**src/hdl/zbpa_pkg.sv**
```systemverilog
// Shared types and constants for the zoned bitmap page allocator.
package zbpa_pkg;

	localparam int CFG_W  = 12;
	localparam int ADDR_W = 32;
	localparam int SIZE_W = 32;

	// Configuration register indexes
	localparam logic [1:0] REG_DMA_FIRST    = 2'd0;
	localparam logic [1:0] REG_DMA_LAST     = 2'd1;
	localparam logic [1:0] REG_NORMAL_FIRST = 2'd2;
	localparam logic [1:0] REG_NORMAL_LAST  = 2'd3;

	typedef enum logic [1:0] {
		OP_INIT  = 2'd0,
		OP_FREE  = 2'd1,
		OP_USED  = 2'd2,
		OP_ALLOC = 2'd3
	} op_t;

	typedef enum logic [1:0] {
		ST_OK        = 2'd0,
		ST_NOT_READY = 2'd1,
		ST_REJECT    = 2'd2,
		ST_NO_RUN    = 2'd3
	} st_t;

	typedef enum logic [1:0] {
		BASE_ZERO  = 2'd0,
		BASE_FIRST = 2'd1,
		BASE_START = 2'd2
	} base_t;

	typedef struct packed {
		logic  load;
		logic  div_start;
		logic  div_size;
		logic  save_first;
		logic  save_count;
		logic  init_commit;
		logic  fill_start;
		base_t fill_base;
		logic  fill_all;
		logic  fill_val;
		logic  fill_step;
		logic  scan_start;
		logic  scan_step;
		logic  mul_step;
		logic  res_load;
		st_t   res_status;
		logic  res_addr;
	} zbpa_cmd_t;

	typedef struct packed {
		op_t  op;
		logic ready;
		logic div_done;
		logic init_ok;
		logic mark_ok;
		logic alloc_reject;
		logic alloc_too_big;
		logic fill_empty;
		logic scan_found;
		logic scan_end;
		logic out_free;
	} zbpa_sts_t;

endpackage

```
**src/hdl/zbpa_ctrl.sv**
```systemverilog
// Controller state machine sequencing init, mark and allocate items.
module zbpa_ctrl import zbpa_pkg::*; (
	input  logic      clk,
	input  logic      arst_n,
	input  logic      in_valid,
	output logic      in_stall,
	input  zbpa_sts_t sts,
	output zbpa_cmd_t cmd
);

	typedef enum logic [8:0] {
		S_IDLE     = 9'b000000001,
		S_DECODE   = 9'b000000010,
		S_DIV_ADDR = 9'b000000100,
		S_DIV_SIZE = 9'b000001000,
		S_CHECK    = 9'b000010000,
		S_SCAN     = 9'b000100000,
		S_MUL      = 9'b001000000,
		S_FILL     = 9'b010000000,
		S_RESP     = 9'b100000000
	} state_t;

	state_t state_q, state_d;
	st_t    res_status_q, res_status_d;
	logic   res_addr_q, res_addr_d;

	always_ff @(posedge clk or negedge arst_n) begin
		if (!arst_n) begin
			state_q      <= S_IDLE;
			res_status_q <= ST_OK;
			res_addr_q   <= 1'b0;
		end else begin
			state_q      <= state_d;
			res_status_q <= res_status_d;
			res_addr_q   <= res_addr_d;
		end
	end

	always_comb begin
		state_d      = state_q;
		res_status_d = res_status_q;
		res_addr_d   = res_addr_q;
		cmd          = '0;
		unique case (state_q)
			S_IDLE: begin
				if (in_valid) begin
					cmd.load   = 1'b1;
					res_addr_d = 1'b0;
					state_d    = S_DECODE;
				end
			end
			S_DECODE: begin
				priority if (sts.op == OP_INIT) begin
					state_d = S_CHECK;
				end else if (!sts.ready) begin
					res_status_d = ST_NOT_READY;
					state_d      = S_RESP;
				end else if (sts.op == OP_ALLOC) begin
					cmd.div_start = 1'b1;
					cmd.div_size  = 1'b1;
					state_d       = S_DIV_SIZE;
				end else begin
					cmd.div_start = 1'b1;
					state_d       = S_DIV_ADDR;
				end
			end
			S_DIV_ADDR: begin
				if (sts.div_done) begin
					cmd.save_first = 1'b1;
					cmd.div_start  = 1'b1;
					cmd.div_size   = 1'b1;
					state_d        = S_DIV_SIZE;
				end
			end
			S_DIV_SIZE: begin
				if (sts.div_done) begin
					cmd.save_count = 1'b1;
					state_d        = S_CHECK;
				end
			end
			S_CHECK: begin
				unique case (sts.op)
					OP_INIT: begin
						if (sts.init_ok) begin
							cmd.init_commit = 1'b1;
							cmd.fill_start  = 1'b1;
							cmd.fill_base   = BASE_ZERO;
							cmd.fill_all    = 1'b1;
							cmd.fill_val    = 1'b1;
							res_status_d    = ST_OK;
							state_d         = S_FILL;
						end else begin
							res_status_d = ST_REJECT;
							state_d      = S_RESP;
						end
					end
					OP_FREE, OP_USED: begin
						if (sts.mark_ok) begin
							cmd.fill_start = 1'b1;
							cmd.fill_base  = BASE_FIRST;
							cmd.fill_val   = sts.op == OP_USED;
							res_status_d   = ST_OK;
							state_d        = S_FILL;
						end else begin
							res_status_d = ST_REJECT;
							state_d      = S_RESP;
						end
					end
					OP_ALLOC: begin
						priority if (sts.alloc_reject) begin
							res_status_d = ST_REJECT;
							state_d      = S_RESP;
						end else if (sts.alloc_too_big) begin
							res_status_d = ST_NO_RUN;
							state_d      = S_RESP;
						end else begin
							cmd.scan_start = 1'b1;
							state_d        = S_SCAN;
						end
					end
					default: state_d = S_IDLE;
				endcase
			end
			S_SCAN: begin
				cmd.scan_step = 1'b1;
				priority if (sts.scan_found) begin
					state_d = S_MUL;
				end else if (sts.scan_end) begin
					res_status_d = ST_NO_RUN;
					state_d      = S_RESP;
				end
			end
			S_MUL: begin
				cmd.mul_step   = 1'b1;
				cmd.fill_start = 1'b1;
				cmd.fill_base  = BASE_START;
				cmd.fill_val   = 1'b1;
				res_status_d   = ST_OK;
				res_addr_d     = 1'b1;
				state_d        = S_FILL;
			end
			S_FILL: begin
				if (sts.fill_empty) begin
					state_d = S_RESP;
				end else begin
					cmd.fill_step = 1'b1;
				end
			end
			S_RESP: begin
				if (sts.out_free) begin
					cmd.res_load = 1'b1;
					state_d      = S_IDLE;
				end
			end
			default: state_d = S_IDLE;
		endcase
		cmd.res_status = res_status_q;
		cmd.res_addr   = res_addr_q;
	end

	assign in_stall = state_q != S_IDLE;

endmodule

```
**config.mk**
```make
export PLATFORM = sky130hd
export DESIGN_NAME = zbpa_ctrl
export DESIGN_NICKNAME = d
export VERILOG_FILES = /design/src/hdl/zbpa_pkg.sv /design/src/hdl/zbpa_ctrl.sv
export SDC_FILE = /design/constraint.sdc
export NUM_CORES = 1
export LEC_CHECK = 0
export BUFFER_PORTS_ARGS = -buffer_cell sky130_fd_sc_hd__buf_2
export CAP_MARGIN = 20
export CORE_MARGIN = 8
export CORE_UTILIZATION = 30
export DETAILED_ROUTE_END_ITERATION = 10
export SKIP_CTS_REPAIR_TIMING = 1
export SLEW_MARGIN = 15
export SYNTH_ARGS = -nofsm -noshare
export SYNTH_HDL_FRONTEND = slang
export SYNTH_SLANG_ARGS = --single-unit
```
**constraint.sdc**
```tcl
create_clock -name clk -period 2 [get_ports clk]
set_input_delay 0 -clock clk [delete_from_list [all_inputs] [get_ports clk]]
set_output_delay 0 -clock clk [all_outputs]
set_load 0.02 [all_outputs]
```
==> impl_metrics.json, run 1 <==
{
  "status": "completed",
  "hp-class": "in2reg",
  "antenna_found_initial": 0,
  "syn_area_per_cell_um2": 8.08,
  "clk_pin_slew_ns": 0.05,
  "synth_area_um2": 1130,
  "synth_seq_cells": 12,
  "clockRootBuffer": "clkbuf_8",
  "finalClockSkew_ns": 0.00424,
  "area_growth_pct": 33.1,
  "synth_top_area_share_pct": 24.3,
  "grt_pass1_wl_um": 5640,
  "max_freq_mhz": 507,
  "drv_slew": 0,
  "rsz0062_at_grt": "true",
  "yosys.area.top_type": "dfrtp_1",
  "gp_congestion": 0.904,
  "timing.final.hold_violations": 0,
  "synth-edff-count": 0,
  "p_leak_nw": 0.698,
  "end_kind": "primary output",
  "tightest_slew_ns": 0.415,
  "min_period_ns": 1.97,
  "vias": 1184,
  "ios": 35,
  "maxCapViolations": 0,
  "die_h_um": 77.4,
  "total_power_mw": 1.21,
  "grt_usage_pct": 11.2,
  "ys_seq_area_share_pct": 26.7,
  "dpl_cell_area_um2": 1330,
  "instances_no_fill": 226,
  "avgRoutedWirePerCell_um": 15.3,
  "cp.required_ns": 2.00,
  "fin_area_um2": 1510,
  "crit_fanout": 5,
  "dp_hpwl_um": 2720,
  "hp-start": "in_valid",
  "nets": 198,
  "ant_nets": 0,
  "grt-busiest-layer": "met2",
  "synth.distinct_cells": 48,
  "r2r_setup_slack_ns": 0.09,
  "netlist_instances": 140,
  "cts_buffer_depth": 2,
  "gr-usage-met2_pct": 17.8,
  "worstSetupPathType": "reg2out",
  "reg2regPathDepth": 6,
  "antennaDiodeCount": 0,
  "synth_warnings": 0,
  "drive_above_1_share_pct": 40.4,
  "totalWireLength_um": 3450,
  "grt_util_met1_pct": 14.0,
  "grt_max_degree": 13,
  "finalCritPeriodShare_pct": 98.6,
  "rows": 22,
  "drt_pass1_iterations": 4,
  "htreeDepth": 1,
  "async_flop_share_pct": 100,
  "synth.net_count": 159,
  "numCtsBuffers": 3,
  "cp.arrival_ns": 1.97,
  "fillers": 398,
  "hold_ws_ns": 0.0355,
  "worstSetupStartpointType": "flip-flop",
  "p_per_area_nw_per_um2": 806,
  "r2r_end": "state_q[3]",
  "clk_latency_ns": 0.24,
  "die-area_um2": 5990,
  "coreArea_um2": 3630,
  "r2r_start": "state_q[1]",
  "synthTopCellsByArea": "dfrtp_1, o21ai_0, ha_1",
  "cts_tree": "yes",
  "slew_headroom_pct": 72.4,
  "die_w_um": 77.4,
  "final-setup-viol-count": 0,
  "drt_iter0_markers": 59,
  "route.detailed.drc": 0,
  "whs_endpoint": "state_q[1]",
  "synth-main-ff-cell": "dfrtp_1",
  "start_util_pct": 31.1,
  "grt-ovfl-total": 0,
  "netlist_top_cells_count": "inv_1, nor2_1, dfrtp_1, o21ai_0, nand2_1",
  "dp.cells": 217,
  "hold_path_depth": 3,
  "cts.sinks": 12,
  "io_buffers": 34,
  "peakVddDrop_uv": 591,
  "grt.met3_usage_pct": 4.38,
  "grt_pass1_vias": 1164,
  "drt-vias-per-instance": 5.24
}
[critical path: stages (launching register included)]
cell,delay [ns]
dfrtp_2,0.43
nor4_4,0.40
buf_4,0.19
nand3_2,0.08
or3_4,0.43
o21ai_2,0.07
buf_6,0.13
[worst max-delay path by stage]
stage | start | endpoint | slack [ns]
2_1_floorplan | state_q[6] | state_q[3] | 0.17
3_3_place_gp | state_q[8] | state_q[3] | 0.13
3_5_place_dp | state_q[8] | state_q[3] | 0.13
4_1_cts | state_q[1] | cmd[16] | -0.05
5_1_grt | state_q[1] | cmd[16] | -0.04
6_report | state_q[1] | cmd[16] | 0.03
[logic make-up after synthesis]
kind of cell	synth area share, %
AND/OR/NAND/NOR	34.3
AO/OA/AOI/OAI	19.2
buffers and inverters	12.5
flip-flops	26.7
adder cells (fa/ha/maj)	4.42
XOR/XNOR	1.55
multiplexers	1.33
[through the flow]
step	worst slack (ns)	TNS [ns]	util, %
CTS	-0.0536	-0.155	37.9
global route	-0.0437	-0.222	41.4
global placement	0.134	0	36.7
finish	0.0270	0	41.4
floorplan	0.174	0	-
detailed placement	0.127	0	36.7
[registers in the layout (all words and copies together) (netlist names)]
register	count
state_q	9
res_addr_q	1
res_status_q	2
[cell type report]
class,count,area (um^2),area share [%]
Clock buffer,4,45.0,2.99
Inverter,12,45.0,2.99
Multi-Input combinational cell,102,746,49.5
Sequential cell,12,303,20.1
Tap cell,48,60.1,3.99
Timing Repair Buffer,48,307,20.4
[per-layer routing]
metal | wire length (um) | up-vias
li1 | - | 575
met1 | 1550 | 565
met2 | 1600 | 42
met3 | 261 | 2
met4 | 31 | 0
met5 | 0 | -
[cell usage in the layout, fill, tap and decap left out, drive strengths merged, types with 2 or more instances in the layout]
| cell | netlist | layout |
|---|---|---|
| a211oi | 2 | 2 |
| a21oi | 6 | 6 |
| and2 | 2 | 2 |
| buf | 11 | 47 |
| clkbuf | 3 | 4 |
| dfrtp | 11 | 11 |
| ha | 4 | 4 |
| inv | 12 | 12 |
| nand2 | 10 | 10 |
| nand3 | 6 | 6 |
| nand4 | 3 | 3 |
| nor2 | 12 | 12 |
| nor2b | 5 | 5 |
| nor3 | 7 | 7 |
| nor3b | 2 | 2 |
| nor4 | 3 | 3 |
| nor4b | 3 | 3 |
| o21ai | 14 | 14 |
| o31ai | 3 | 3 |
| or3 | 2 | 2 |
| xnor2 | 2 | 2 |
[power breakdown]
group / switching [mW] / leakage, nW / internal, mW
Combinational: 0.341 / 0.521 / 0.291
Sequential: 0.0640 / 0.154 / 0.294
Clock: 0.0840 / 0.0228 / 0.140
Power figures use the tool's default switching activity.
==> run 2, diff against run 1 <==
==> constraint.sdc (replaced) <==
create_clock -name clk -period 1.8 [get_ports clk]
set_input_delay 0 -clock clk [delete_from_list [all_inputs] [get_ports clk]]
set_output_delay 0 -clock clk [all_outputs]
set_load 0.02 [all_outputs]
==> impl_metrics.json, run 2 (synthesized netlist as in run 1, its figures left out) <==
{
  "route.detailed.drc": 0,
  "intPower_uw": 928,
  "cp.required_ns": 1.80,
  "power_frac_comb_pct": 53.9,
  "cp-startpoint": "state_q[0]",
  "total_power_mw": 1.52,
  "max_freq_mhz": 511,
  "ios": 35,
  "largest_register": "state_q",
  "slew_headroom_pct": 75.4,
  "top_layer_used": "met4",
  "clockRootBuffer": "clkbuf_8",
  "io_buffers": 34,
  "status": "finished, violations left",
  "start_util_pct": 31.1,
  "worstSetupStartpointType": "flip-flop",
  "ant_nets": 0,
  "clk_pin_slew_ns": 0.06,
  "die_w_um": 77.4,
  "drt_iter0_markers": 56,
  "numCtsBuffers": 3,
  "swShare_pct": 38.9,
  "worstSetupPathType": "reg2out",
  "gp_congestion": 0.920,
  "htreeDepth": 1,
  "top_regs": "state_q: 9 flops, res_status_q: 2 flops, res_addr_q: 1 flops",
  "finalCritPeriodShare_pct": 109,
  "final_cell_mix": "buf_4, buf_2, inv_1, nor2_1",
  "fin_ws_ns": -0.156,
  "wl_met1_um": 1580,
  "peakVddDrop_uv": 425,
  "hp-start": "in_valid",
  "p_per_area_nw_per_um2": 930,
  "largest_reg_flops": 9,
  "dpl_cell_area_um2": 1410,
  "clk_latency_ns": 0.25,
  "finalClockSkew_ns": 0.00364,
  "antennaDiodeCount": 0,
  "p_sw_uw": 592,
  "crit_fanout": 5,
  "drt_pass1_iterations": 4,
  "r2r_start": "state_q[0]",
  "seq_power_share_pct": 26.0,
  "antenna_found_initial": 0,
  "die-area_um2": 5990,
  "cts_buffer_depth": 2,
  "route.met3.wl_um": 213,
  "grt_pass1_vias": 1207,
  "maxCapViolations": 0,
  "grt_max_degree": 13,
  "dr_wl_met2_um": 1670,
  "place_ws_ns": 0.00846,
  "final-setup-viol-count": 8,
  "grt_usage_pct": 11.5,
  "cts_tree": "yes",
  "dp_hpwl_um": 2810,
  "vias": 1207,
  "avgRoutedWirePerCell_um": 14.7,
  "die_h_um": 77.4,
  "drt-vias-per-instance": 5.07,
  "tightest_slew_ns": 0.369,
  "timing.final.hold_violations": 0,
  "grt_pass1_wl_um": 5690,
  "failed_checks": "negative setup slack",
  "grt-ovfl-total": 0,
  "cp.arrival_ns": 1.96,
  "rsz0062_at_grt": "true",
  "cts.sinks": 12,
  "p_clk_share_pct": 20.1,
  "rows": 22,
  "coreArea_um2": 3630,
  "fin_area_um2": 1630,
  "end_kind": "primary output",
  "drive_above_1_share_pct": 47.9,
  "min_period_ns": 1.96,
  "nets": 210,
  "area_growth_pct": 44.4,
  "p_leak_nw": 0.753,
  "totalWireLength_um": 3500,
  "final_common_cell": "buf_4",
  "drv_slew": 0,
  "hp-class": "in2reg"
}
run 2: worst max-delay path, stage by stage (launching register included):
cell     delay, ns
dfstp_2       0.41
nor4_4        0.40
nand2_1       0.14
or4_4         0.48
o31ai_1       0.09
buf_2         0.20
run 2: power groups by stage:
stage | registers, mW | logic, mW | clock network [mW]
2_1_floorplan | 0.384 | 0.417 | 0
5_1_grt | 0.402 | 0.879 | 0.325
6_report | 0.394 | 0.819 | 0.306
4_1_cts | 0.390 | 0.688 | 0.314
3_5_place_dp | 0.395 | 0.683 | 0
3_3_place_gp | 0.394 | 0.684 | 0
run 2: metal layers:
metal | vias up | GRT usage, %
li1 | 597 | -
met1 | 565 | 13.9
met2 | 39 | 19.2
met3 | 6 | 3.69
met4 | 0 | 2.83
met5 | - | 0
run 2: layout make-up:
cell class | instances | area, um^2
multi-input cells | 102 | 766
repair buffers | 60 | 400
fillers | 391 | 2000
clock buffers | 4 | 55.1
inverters | 12 | 45.0
well taps | 48 | 60.1
flip-flops and latches | 12 | 307
run 2: worst paths after layout:
| check | endpoint | slack, ns | cells after the start |
|---|---|---|---|
| worst max-delay path | cmd[12] | -0.16 | 5 |
| worst min-delay path | state_q[1] | 0.02 | 3 |
| worst max register to register | state_q[3] | 0.02 | 6 |
| worst min register to register | res_status_q[1] | 0.51 | 1 |
| max in group asynchronous | state_q[0] | 1.36 | 2 |
| min in group asynchronous | state_q[1] | 0.17 | 2 |
run 2: metrics by stage:
step / utilization, % / cells / hold slack, ns / setup TNS [ns]
2_1_floorplan: - / 140 / -0.296 / 0
3_5_place_dp: 38.7 / 227 / -0.0979 / 0
3_3_place_gp: 38.7 / 227 / -0.0987 / -0.0322
5_1_grt: 44.9 / 238 / 0.0304 / -1.25
4_1_cts: 40.3 / 231 / -0.367 / -1.42
6_report: 44.9 / 238 / 0.0174 / -0.733
==> run 3, diff against run 2 <==
--- a/config.mk
+++ b/config.mk
@@ -5,6 +5,7 @@
 export SDC_FILE = /design/constraint.sdc
 export NUM_CORES = 1
 export LEC_CHECK = 0
+export ABC_AREA = 1
 export BUFFER_PORTS_ARGS = -buffer_cell sky130_fd_sc_hd__buf_2
 export CAP_MARGIN = 20
 export CORE_MARGIN = 8
==> impl_metrics.json, run 3 <==
{
  "drive_above_1_share_pct": 30.2,
  "netlist_top_cells_count": "nand2_1, nor2_1, inv_1",
  "synth_seq_cells": 12,
  "ant_nets": 0,
  "swShare_pct": 46.7,
  "synth_top_area_share_pct": 22.0,
  "yosys.area.top_type": "dfrtp_1",
  "grt_usage_pct": 12.2,
  "p_leak_nw": 0.936,
  "numCtsBuffers": 3,
  "power_frac_comb_pct": 56.7,
  "intPower_uw": 862,
  "synth_area_um2": 1250,
  "drv_slew": 0,
  "drt_iter0_markers": 122,
  "gp_congestion": 0.856,
  "cts_tree": "yes",
  "largest_reg_flops": 9,
  "finalClockSkew_ns": 0.000870,
  "final_cell_mix": "nand2_1, nor2_1, buf_2",
  "crit_fanout": 6,
  "fillers": 420,
  "max_freq_mhz": 574,
  "avgRoutedWirePerCell_um": 12.8,
  "dp_hpwl_um": 3090,
  "synthTopCellsByArea": "dfrtp_1, nand2_1, nor2_1",
  "fin_area_um2": 1610,
  "grt_pass1_wl_um": 6300,
  "cp-startpoint": "state_q[1]",
  "synth.distinct_cells": 22,
  "dp.cells": 290,
  "cts.sinks": 12,
  "area_growth_pct": 29.2,
  "cts_buffer_depth": 2,
  "hp-class": "in2reg",
  "fin_ws_ns": 0.0574,
  "synth-edff-count": 0,
  "p_clk_share_pct": 19.1,
  "dr_wl_met2_um": 1760,
  "peakVddDrop_uv": 381,
  "top_regs": "state_q: 9 flops, res_status_q: 2 flops, res_addr_q: 1 flops",
  "syn_area_per_cell_um2": 5.95,
  "finalCritPeriodShare_pct": 96.8,
  "utilization_pct": 40.3,
  "die_w_um": 80.5,
  "netlist_instances": 210,
  "worstSetupStartpointType": "flip-flop",
  "antennaDiodeCount": 0,
  "clk_latency_ns": 0.25,
  "min_period_ns": 1.74,
  "ios": 35,
  "route.met3.wl_um": 270,
  "io_buffers": 34,
  "cp.arrival_ns": 1.74,
  "wl_met1_um": 1780,
  "end_kind": "primary output",
  "status": "completed",
  "cp.required_ns": 1.80,
  "rows": 23,
  "nets": 272,
  "vias": 1446,
  "timing.final.hold_violations": 0,
  "r2r_setup_slack_ns": 0.14,
  "final_common_cell": "nand2_1",
  "totalWireLength_um": 3860,
  "drt-vias-per-instance": 4.79,
  "drt_pass1_iterations": 4,
  "synth.net_count": 229,
  "clk_pin_slew_ns": 0.06,
  "start_util_pct": 31.2,
  "yosysMostFrequentCell": "nand2_1",
  "async_flop_share_pct": 100,
  "multi_input_area_um2": 826,
  "total_power_mw": 1.62,
  "worstSetupPathType": "reg2out",
  "top_layer_used": "met4",
  "maxCapViolations": 0,
  "clockRootBuffer": "clkbuf_8",
  "grt_pass1_vias": 1384,
  "synth_warnings": 0,
  "seq_power_share_pct": 24.2,
  "critPathCapture": "cmd[6]",
  "reg2regPathDepth": 9,
  "synth-main-ff-cell": "dfrtp_1",
  "antenna_found_initial": 0,
  "route.detailed.drc": 0,
  "instances_no_fill": 302,
  "place_ws_ns": 0.218,
  "hold_ws_ns": 0.00583,
  "coreArea_um2": 4000,
  "p_sw_uw": 754,
  "grt_max_degree": 13,
  "tightest_slew_ns": 0.324,
  "hold_path_depth": 3,
  "htreeDepth": 1,
  "setup_tns_ns": 0,
  "seqCellArea_um2": 303,
  "dpl_cell_area_um2": 1460,
  "slew_headroom_pct": 78.4,
  "p_per_area_nw_per_um2": 1000,
  "ys_seq_area_share_pct": 24.1,
  "final-setup-viol-count": 0,
  "largest_register": "state_q",
  "die_h_um": 80.5,
  "r2r_start": "state_q[1]",
  "grt-ovfl-total": 0,
  "die-area_um2": 6480,
  "r2r_end": "res_status_q[0]"
}
[run 3: final cells by class]
type | instances | share of cell area, %
Timing Repair Buffer | 43 | 15.2
Clock buffer | 4 | 3.41
Sequential cell | 12 | 18.8
Multi-Input combinational cell | 162 | 51.2
Tap cell | 50 | 3.88
Inverter | 31 | 7.53
[run 3: layer usage]
layer / track usage [%] / up-vias
li1: - / 746
met4: 4.36 / 0
met2: 19.5 / 55
met5: 0 / -
met1: 15.7 / 640
met3: 2.46 / 5
[run 3: kinds of logic (layout without fill, tap and decap cells)]
family	Yosys count	count (layout)	share of synthesized area (%)
AOI/OAI and AO/OA	13	13	5.51
buffers and inverters	36	78	12.0
adders and majority gates	4	4	4.01
and+or+nand+nor	145	145	54.3
DFF	12	12	24.1
[run 3: worst max-delay path: stages, from the launching register on]
cell and delay (ns):
dfrtp_1 0.43, nor2_4 0.23, buf_4 0.15, nand3b_1 0.08, nor2_2 0.21, nand3_2 0.16, inv_1 0.08, buf_2 0.16
[run 3: worst min path at each step]
stage	start	end
after global placement	arst_n	res_addr_q
after global routing	sts[2]	state_q[6]
after floorplan	arst_n	res_addr_q
final	sts[2]	state_q[6]
after detailed placement	arst_n	res_addr_q
after CTS	arst_n	res_addr_q
[run 3: power groups by stage]
stage / combinational [mW] / clock (mW) / sequential [mW]
2_1_floorplan: 0.580 / 0 / 0.398
3_3_place_gp: 0.796 / 0 / 0.389
3_5_place_dp: 0.793 / 0 / 0.389
4_1_cts: 0.796 / 0.317 / 0.385
5_1_grt: 1.01 / 0.337 / 0.397
6_report: 0.916 / 0.309 / 0.391
